### config.mk
export PLATFORM = sky130hd
export DESIGN_NAME = pcs_cell
export DESIGN_NICKNAME = d
export VERILOG_FILES = /design/src/hdl/pcs_pkg.sv /design/src/hdl/pcs_cell.sv
export SDC_FILE = /design/constraint.sdc
export NUM_CORES = 2
export LEC_CHECK = 0
export ABC_AREA = 1
export BUFFER_PORTS_ARGS = -buffer_cell sky130_fd_sc_hd__buf_2
export CORE_ASPECT_RATIO = 1.25
export CORE_MARGIN = 2
export CORE_UTILIZATION = 44
export CTS_CLUSTER_SIZE = 10
export DETAILED_ROUTE_END_ITERATION = 7
export GPL_ROUTABILITY_DRIVEN = 0
export PLACE_DENSITY_LB_ADDON = 0.25
export SKIP_CTS_REPAIR_TIMING = 1
export SLEW_MARGIN = 20
export SYNTH_ARGS = -nofsm -noshare
export SYNTH_HDL_FRONTEND = slang
export SYNTH_SLANG_ARGS = --single-unit
### constraint.sdc
create_clock -name clk -period 8.6 [get_ports clk]
set_input_delay 0.43 -clock clk [delete_from_list [all_inputs] [get_ports clk]]
set_output_delay 0.43 -clock clk [all_outputs]
set_load 0.1 [all_outputs]
### src/hdl/pcs_pkg.sv
// Package for the precluster charge sorter: item types, cell entry type,
// register codes, controller states and the key compare function.
// No dependencies.
package pcs_pkg;

    localparam int MAX_PIXELS = 32;
    localparam int CNT_W      = $clog2(MAX_PIXELS + 1);
    localparam int APB_AW     = 4;
    localparam int APB_DW     = 32;
    localparam int DSQ_W      = 25;
    localparam int MSQ_W      = 32;
    localparam int PROD_W     = MSQ_W + DSQ_W;

    // register indexes (paddr[3:2])
    localparam logic [1:0] REG_MODE     = 2'd0;
    localparam logic [1:0] REG_SEED_ROW = 2'd1;
    localparam logic [1:0] REG_SEED_COL = 2'd2;

    // sort_mode codes
    localparam logic [1:0] MODE_CHARGE  = 2'd0;
    localparam logic [1:0] MODE_ABS     = 2'd1;
    localparam logic [1:0] MODE_CPD     = 2'd2;
    localparam logic [1:0] MODE_ABS_CPD = 2'd3;

    typedef struct packed {
        logic [11:0]        pixel_row;
        logic [11:0]        pixel_col;
        logic signed [15:0] pixel_charge;
        logic               last_pixel;
    } pix_item_t;

    typedef struct packed {
        logic signed [15:0] sorted_charge;
        logic               last_result;
        logic               dropped_flag;
    } res_item_t;

    typedef struct packed {
        logic               valid;
        logic signed [15:0] charge;
        logic [MSQ_W-1:0]   msq;    // charge squared
        logic [DSQ_W-1:0]   dsq;    // squared distance, seed forced to 1
    } entry_t;

    // fill-ins at the ends of the cell row
    localparam entry_t ENTRY_EMPTY = '{valid: 1'b0, charge: '0, msq: '0, dsq: '0};
    localparam entry_t ENTRY_HEAD  = '{valid: 1'b1, charge: '0, msq: '0, dsq: '0};

    typedef struct packed {
        logic load_en;
        logic shift;
        logic mul_en;
        logic cmp_en;
    } cell_ctl_t;

    typedef enum logic [1:0] {
        ST_LOAD,
        ST_MUL,
        ST_CMP,
        ST_EMIT
    } state_t;

    function automatic logic [16:0] mag17(logic signed [15:0] c);
        logic [16:0] ext;
        ext = {c[15], c};
        return c[15] ? 17'(-ext) : ext;
    endfunction

    // sign rank: negative 0, zero 1, positive 2
    function automatic logic [1:0] sign_rank(logic signed [15:0] c);
        logic [1:0] r;
        if (c[15])
            r = 2'd0;
        else if (c == 16'sd0)
            r = 2'd1;
        else
            r = 2'd2;
        return r;
    endfunction

    // key(a) > key(b); pa = |a|^2 * dsq(b), pb = |b|^2 * dsq(a)
    function automatic logic key_gt(logic [1:0] mode, logic signed [15:0] ca,
                                    logic signed [15:0] cb,
                                    logic [PROD_W-1:0] pa, logic [PROD_W-1:0] pb);
        logic [1:0] ra;
        logic [1:0] rb;
        logic       r;
        ra = sign_rank(ca);
        rb = sign_rank(cb);
        case (mode)
            MODE_CHARGE: r = (ca > cb);
            MODE_ABS:    r = (mag17(ca) > mag17(cb));
            MODE_CPD:
            begin
                if (ra != rb)
                    r = (ra > rb);
                else if (ra == 2'd1)
                    r = 1'b0;
                else if (ra == 2'd2)
                    r = (pa > pb);
                else
                    r = (pa < pb);
            end
            default:     r = (pa > pb);
        endcase
        return r;
    endfunction

endpackage

### src/hdl/pcs_cell.sv
// One sorter cell: holds one pixel entry, the products for the pair it
// forms with its right neighbor, and the swap decision. Uses pcs_pkg.
module pcs_cell (
    input  logic                clk,
    input  logic                rst_n,
    input  pcs_pkg::cell_ctl_t  ctl,
    input  logic                pair_active,
    input  logic [1:0]          mode,
    input  pcs_pkg::entry_t     new_entry,
    input  pcs_pkg::entry_t     left_entry,
    input  logic                left_swap,
    input  pcs_pkg::entry_t     right_entry,
    output pcs_pkg::entry_t     entry,
    output logic                swap
);

    pcs_pkg::entry_t                  entry_reg, entry_next;
    logic [pcs_pkg::PROD_W-1:0]       p_right_reg, p_self_reg;

    always_comb
    begin
        swap = ctl.cmp_en & pair_active & entry_reg.valid & right_entry.valid &
               pcs_pkg::key_gt(mode, right_entry.charge, entry_reg.charge,
                               p_right_reg, p_self_reg);
    end

    always_comb
    begin
        entry_next = entry_reg;
        if (ctl.shift)
            entry_next = right_entry;
        else if (ctl.load_en && !entry_reg.valid && left_entry.valid)
            entry_next = new_entry;
        else if (left_swap)
            entry_next = left_entry;
        else if (swap)
            entry_next = right_entry;
    end

    always_ff @(posedge clk or negedge rst_n)
    begin
        if (!rst_n)
            entry_reg <= '0;
        else
            entry_reg <= entry_next;
    end

    always_ff @(posedge clk)
    begin
        if (ctl.mul_en)
        begin
            p_right_reg <= pcs_pkg::PROD_W'(right_entry.msq * entry_reg.dsq);
            p_self_reg  <= pcs_pkg::PROD_W'(entry_reg.msq * right_entry.dsq);
        end
    end

    assign entry = entry_reg;

endmodule

* After elaboration in Yosys (flattened, before gate mapping) *
Cells that the tools add are included.

word-level totals
  flip-flop bits (word level) = 188
  ROM bits = 0
  memories = 0
  bits in latches = 0
  word-level logic and storage cells = 45
  bits of input ports = 232
  bits in writable memories = 0
  output and inout port bits = 75

cells by class
  mux-type cells = 14
  shift operators = 0
  $mul = 2
  div/mod/pow operators = 0
  reductions and logical operators = 7
  order comparisons = 5
  bitwise gates (word level) = 4
  equal/unequal tests = 5
  $add $sub $neg = 2

operators with widths
  operator                                                          number
  74-bit 2-to-1 mux                                                 4
  32-bit by 25-bit multiplier with 57-bit output                    2
  57-bit > comparator                                               1
  57-bit less-than comparator                                       1
  17-bit 2-to-1 mux                                                 2
  17-bit negation                                                   2
  16-bit zero test                                                  2
  17-bit > comparator                                               1
  16-bit > comparator                                               1
  2-bit 2-to-1 mux                                                  4
  1-bit bitwise AND                                                 4
  2-bit by 1-bit == test with 1-bit output (second input constant)  2
  2-bit == test (second input constant)                             2
  4-bit nonzero test                                                1
  1-bit 2-to-1 mux                                                  3
  1-bit case mux with 3 select lines                                1
  2-bit > comparator                                                1
  1-bit logical AND                                                 2
  2-bit zero test                                                   1
  2-bit inequality test                                             1
  1-bit zero test                                                   1

* Logic depth before layout (Yosys ltp) *
  depth after elaboration = 13
  depth in mapped cells = 33
  gate-level depth less buffers = 31

* Least setup slack after synthesis *
No wires, ideal clock.

  path type = register -> register
  from = reg entry_reg (netlist bit entry[53])
  to = reg p_self_reg[52] (netlist bit) (data pin)
  setup time = 0.260 ns
  path buffers = 2
  clock period less this slack = 7.129 ns
  setup slack = 1.471 ns
  data required time = 8.340 ns
  stages on the path, launching flop included = 27
  arrival time = 6.869 ns
  cell sequence = dfrtp_1 > clkbuf_1 > clkbuf_1 > nand2_1 > fa_1 > inv_1 > fa_1 > inv_1 > fa_1 > inv_1 > fa_1 > fa_1 > fa_1 > inv_1 > fa_1 > inv_1 > ha_1 > nand2_1 > nor2_1 > inv_1 > nor4_1 > nand4_1 > nand3_1 > nand3_1 > nand2_1 > a21oi_1 > xnor2_1

between the ends
  cells in the longest elaborated chain, start to end = 1

ends and longest elaborated chain
  what                                            line            text
  start: declaration                              pcs_cell.sv:17  pcs_pkg::entry_t entry_reg, entry_next;
  start signal: assignment                        pcs_cell.sv:45  entry_reg <= entry_next;
  32-bit by 25-bit multiplier with 57-bit output  pcs_cell.sv:53  p_self_reg <= pcs_pkg::PROD_W'(entry_reg.msq * right_entry.dsq);
  end signal: assignment                          pcs_cell.sv:53
  end: declaration                                pcs_cell.sv:18  logic [pcs_pkg::PROD_W-1:0] p_right_reg, p_self_reg;

No other way between the ends.
A chain may end at the register's enable or synchronous reset.

* Final worst setup path *
  from = reg entry_reg (netlist bit entry[41])
  to = reg p_self_reg[52] (netlist bit) (data pin)

Same word-level chain as after synthesis.

==> report_table.html <==
<table>
<tr><th>Metric</th><th>Value</th></tr>
<tr><th colspan="2">Outcome</th></tr>
<tr><td>Result of the run</td><td>finished, final reports clean</td></tr>
<tr><th colspan="2">Flow run</th></tr>
<tr><td>Number of maximum-capacitance constraint violations</td><td>0</td></tr>
<tr><th colspan="2">Floorplanning</th></tr>
<tr><td>Row Count</td><td>around 160</td></tr>
<tr><td>Initial Util</td><td>44.32%</td></tr>
<tr><td>Die Width</td><td>347.6 um</td></tr>
<tr><td>Area enclosed by the die boundary</td><td>around 0.15 mm2</td></tr>
<tr><td>Ports placed on the boundary</td><td>~310</td></tr>
<tr><td>Core region area</td><td>between 0.1 and 0.15 mm2</td></tr>
<tr><td>DIE HEIGHT</td><td>around 430 um</td></tr>
<tr><th colspan="2">Timing</th></tr>
<tr><td>Rel. slew slack</td><td>about a fifth</td></tr>
<tr><td>Final Slew Violations</td><td>0</td></tr>
<tr><td>Tmin final</td><td>7785 ps</td></tr>
<tr><td>Least-Margin Pin Slew</td><td>between 1000 and 1500 ps</td></tr>
<tr><td>Total of endpoints with negative setup slack in the final report</td><td>0</td></tr>
<tr><td>Setup repair after global routing missed its margin</td><td>false</td></tr>
<tr><td>Max Clock Skew</td><td>27.23 ps</td></tr>
<tr><td>Total Neg Setup Slack</td><td>0 ps</td></tr>
<tr><td>Share of the clock period used by the worst path</td><td>90.52%</td></tr>
<tr><td>Fmax</td><td>between 0.1 and 0.15 GHz</td></tr>
<tr><td>Final hold violations</td><td>0</td></tr>
<tr><th colspan="2">Clocking</th></tr>
<tr><td>Number of buffers created by CTS</td><td>17</td></tr>
<tr><td>Maximum level of the CTS H-tree</td><td>4</td></tr>
<tr><td>Clock edge transition at the registers on the reported setup and hold paths</td><td>around 100 ps</td></tr>
<tr><td>Maximum buffer depth of the clock tree</td><td>2</td></tr>
<tr><td>Worst-Skew Late Latency</td><td>between 500 and 600 ps</td></tr>
<tr><td>Number of clock sinks seen by CTS</td><td>188</td></tr>
<tr><td>CTS tree</td><td>yes</td></tr>
<tr><td>Root cell of the clock tree</td><td>clkbuf_16</td></tr>
<tr><th colspan="2">Global route</th></tr>
<tr><td>Number of antenna violations at the first check in global routing</td><td>27</td></tr>
<tr><td>All-Layer GR Usage</td><td>29.29%</td></tr>
<tr><td>Total congestion overflow after global routing</td><td>0</td></tr>
<tr><td>Largest net degree at the start of global routing</td><td>63</td></tr>
<tr><td>Via count of the first global-routing pass</td><td>between 50k and 60k</td></tr>
<tr><td>First-pass GRT wire length</td><td>~330 mm</td></tr>
<tr><th colspan="2">Critical path</th></tr>
<tr><td>Critical path fanouts, max</td><td>15</td></tr>
<tr><td>Classification of the worst setup path</td><td>reg2reg</td></tr>
<tr><td>Critical-path top delay cell</td><td>dfrtp_1</td></tr>
<tr><td>Data arrival at the endpoint of the critical path</td><td>about 8000 ps</td></tr>
<tr><td>Count of buffering cells on the critical path with inverters included</td><td>7</td></tr>
<tr><td>Delay contributed by the slowest stage of the critical path</td><td>980 ps</td></tr>
<tr><td>Most used cell, CP</td><td>fa_1</td></tr>
<tr><td>Crit path launch type</td><td>register</td></tr>
<tr><td>Critical path capture point type</td><td>register</td></tr>
<tr><td>CP Data Required Time</td><td>8860 ps</td></tr>
<tr><td>Crit path max-delay family</td><td>adder cells</td></tr>
<tr><th colspan="2">Route</th></tr>
<tr><td>Wirelength per Cell</td><td>20.61 um</td></tr>
<tr><td>Routed wire length</td><td>213.4 mm</td></tr>
<tr><td>Number of design-rule violations left by the first detailed-router iteration</td><td>approximately 4.2k</td></tr>
<tr><td>Vias after detailed routing</td><td>about 54k</td></tr>
<tr><td>Antenna viol nets, final</td><td>0</td></tr>
<tr><td>Drt via density</td><td>around 5.2</td></tr>
<tr><td>DRC Markers</td><td>0</td></tr>
<tr><td>Total iterations of the first detailed-routing run</td><td>8</td></tr>
<tr><th colspan="2">Finish</th></tr>
<tr><td>Area of the multi-input gates</td><td>approximately 0.048 mm2</td></tr>
<tr><td>Commonest non-fill, non-tap cell in the layout</td><td>inv_1</td></tr>
<tr><td>Register area</td><td>0.005278 mm2</td></tr>
<tr><td>Most frequent cells in the layout</td><td>inv_1, nand2_1, fa_1</td></tr>
<tr><td>Layout-stage area growth over the synthesis result</td><td>5.987%</td></tr>
<tr><td>Share of layout cells above drive strength 1</td><td>under 10%</td></tr>
<tr><td>Net count reported at finish</td><td>~11k</td></tr>
<tr><td>Fillers</td><td>14.66k</td></tr>
<tr><td>Number of flip-flops under the largest register name</td><td>74</td></tr>
<tr><th colspan="2">Synthesis</th></tr>
<tr><td>Share of synthesized flip-flops with an asynchronous set or reset</td><td>approximately two fifths</td></tr>
<tr><td>Register area share after synthesis</td><td>8.122%</td></tr>
<tr><td>Number of nets in the synthesized netlist</td><td>between 10k and 15k</td></tr>
<tr><td>Synthesized instance count</td><td>about 8.4k</td></tr>
<tr><td>Unique masters post-synth</td><td>53</td></tr>
<tr><td>Number of warning messages in the yosys log</td><td>0</td></tr>
<tr><td>Top FF cell, synth</td><td>edfxtp_1</td></tr>
<tr><td>Count of flip-flops with a built-in enable after synthesis</td><td>about 110</td></tr>
<tr><td>Post-Syn Area</td><td>0.06495 mm2</td></tr>
<tr><td>Mean Syn Cell Area</td><td>7.717 um2</td></tr>
<tr><td>Synth Register Bits</td><td>188</td></tr>
<tr><th colspan="2">Place</th></tr>
<tr><td>I/O Buffers</td><td>slightly above 300</td></tr>
<tr><td>HPWL reported at the end of detailed placement</td><td>approximately 180 mm</td></tr>
<tr><th colspan="2">Min path</th></tr>
<tr><td>Type of the tightest min-delay check</td><td>in2reg</td></tr>
</table>
## per-stage QoR
stage          std cells  hold slack (ps)  setup slack (ps)  cell area (um2)  utilization, %
2_1_floorplan       8416            134.4              1471            64950               -
3_3_place_gp       10305            430.8             915.8            68170           46.52
3_5_place_dp       10305            425.5             895.2            68180           46.52
4_1_cts            10337           -148.1             892.7            68790           46.94
5_1_grt            10345            282.4             500.8            68810           46.96
6_report           10354            250.4             815.4            68840           46.97
## final timing paths
kind	from	end	slack, ps	cells after the start
max	entry[41]$_DFFE_PN0P_	p_self_reg[52]$_DFFE_PP_	820	25
min	new_entry[49]	entry[49]$_DFFE_PN0P_	250	5
max reg2reg	entry[41]$_DFFE_PN0P_	p_self_reg[52]$_DFFE_PP_	820	25
min reg2reg	entry[7]$_DFFE_PN0P_	entry[7]$_DFFE_PN0P_	520	2
max in group asynchronous	rst_n	entry[1]$_DFFE_PN0P_	6990	3
min in group asynchronous	rst_n	entry[52]$_DFFE_PN0P_	460	2
## worst reg2reg max path: stages, from the launching register on
cell and delay (ps):
dfrtp_1 980, buf_4 440, nand2_1 80, inv_1 110
fa_1 410, inv_1 90, fa_1 420, inv_1 90
fa_1 440, fa_1 600, fa_1 440, fa_1 490
inv_1 50, fa_1 570, inv_1 70, ha_1 440
nand2_1 150, nor2_1 190, inv_1 80, nor4_1 620
nand4_1 180, nand3_1 180, nand3_1 90, nand2_1 100
a21oi_1 90, xnor2_1 130
## per-layer routing
| metal | track usage (%) | vias to the layer above | share of wire, % |
|---|---|---|---|
| met5 | 0 | - | 0.044 |
| met4 | 14.41 | 14 | 5.5 |
| met3 | 7.039 | 649 | 8.9 |
| met2 | 50.07 | 2264 | 49 |
| met1 | 34.48 | 27268 | 37 |
| li1 | - | 23886 | - |
## cell usage after synthesis (all sizes together), types with 13 or more instances
library cell	instances	area [um2]
nor2	237	892.1
nor3	66	335.3
a31oi	72	450.4
nand2	2137	8026
xnor2	39	341.6
fa	1374	27510
a21oi	212	1069
buf	20	152.6
nand4	13	81.33
dfrtp	74	1852
inv	2601	9763
o31ai	37	277.8
edfxtp	114	3423
nand3	137	685.7
clkbuf	449	1685
o22ai	37	231.5
ha	477	5968
a21o	25	187.7
xor2	95	832.1
o21ai	125	629.4
## cells by family after synthesis
family / count (synthesis) / share of synthesized area (%)
DFF: 188 / 8.122
AOI/OAI and AO/OA: 557 / 4.980
muxes: 1 / 0.01734
adders and majority gates: 1851 / 51.54
xor gates and xnor gates: 134 / 1.807
buffers and inverters: 3071 / 17.87
and+or+nand+nor: 2612 / 15.65
other: 2 / 0.01156
## layout make-up
type,count,area share (%)
antenna,16,0.05816
clock buffer,17,0.6180
clock inverter,15,0.2690
inverter,2602,14.19
multi-input combinational,5157,69.88
sequential,188,7.667
tap,1908,3.468
timing repair buffer,451,3.853
Power is not shown: default switching activity piles up to over one toggle a cycle in this logic, so the estimate is an artifact.
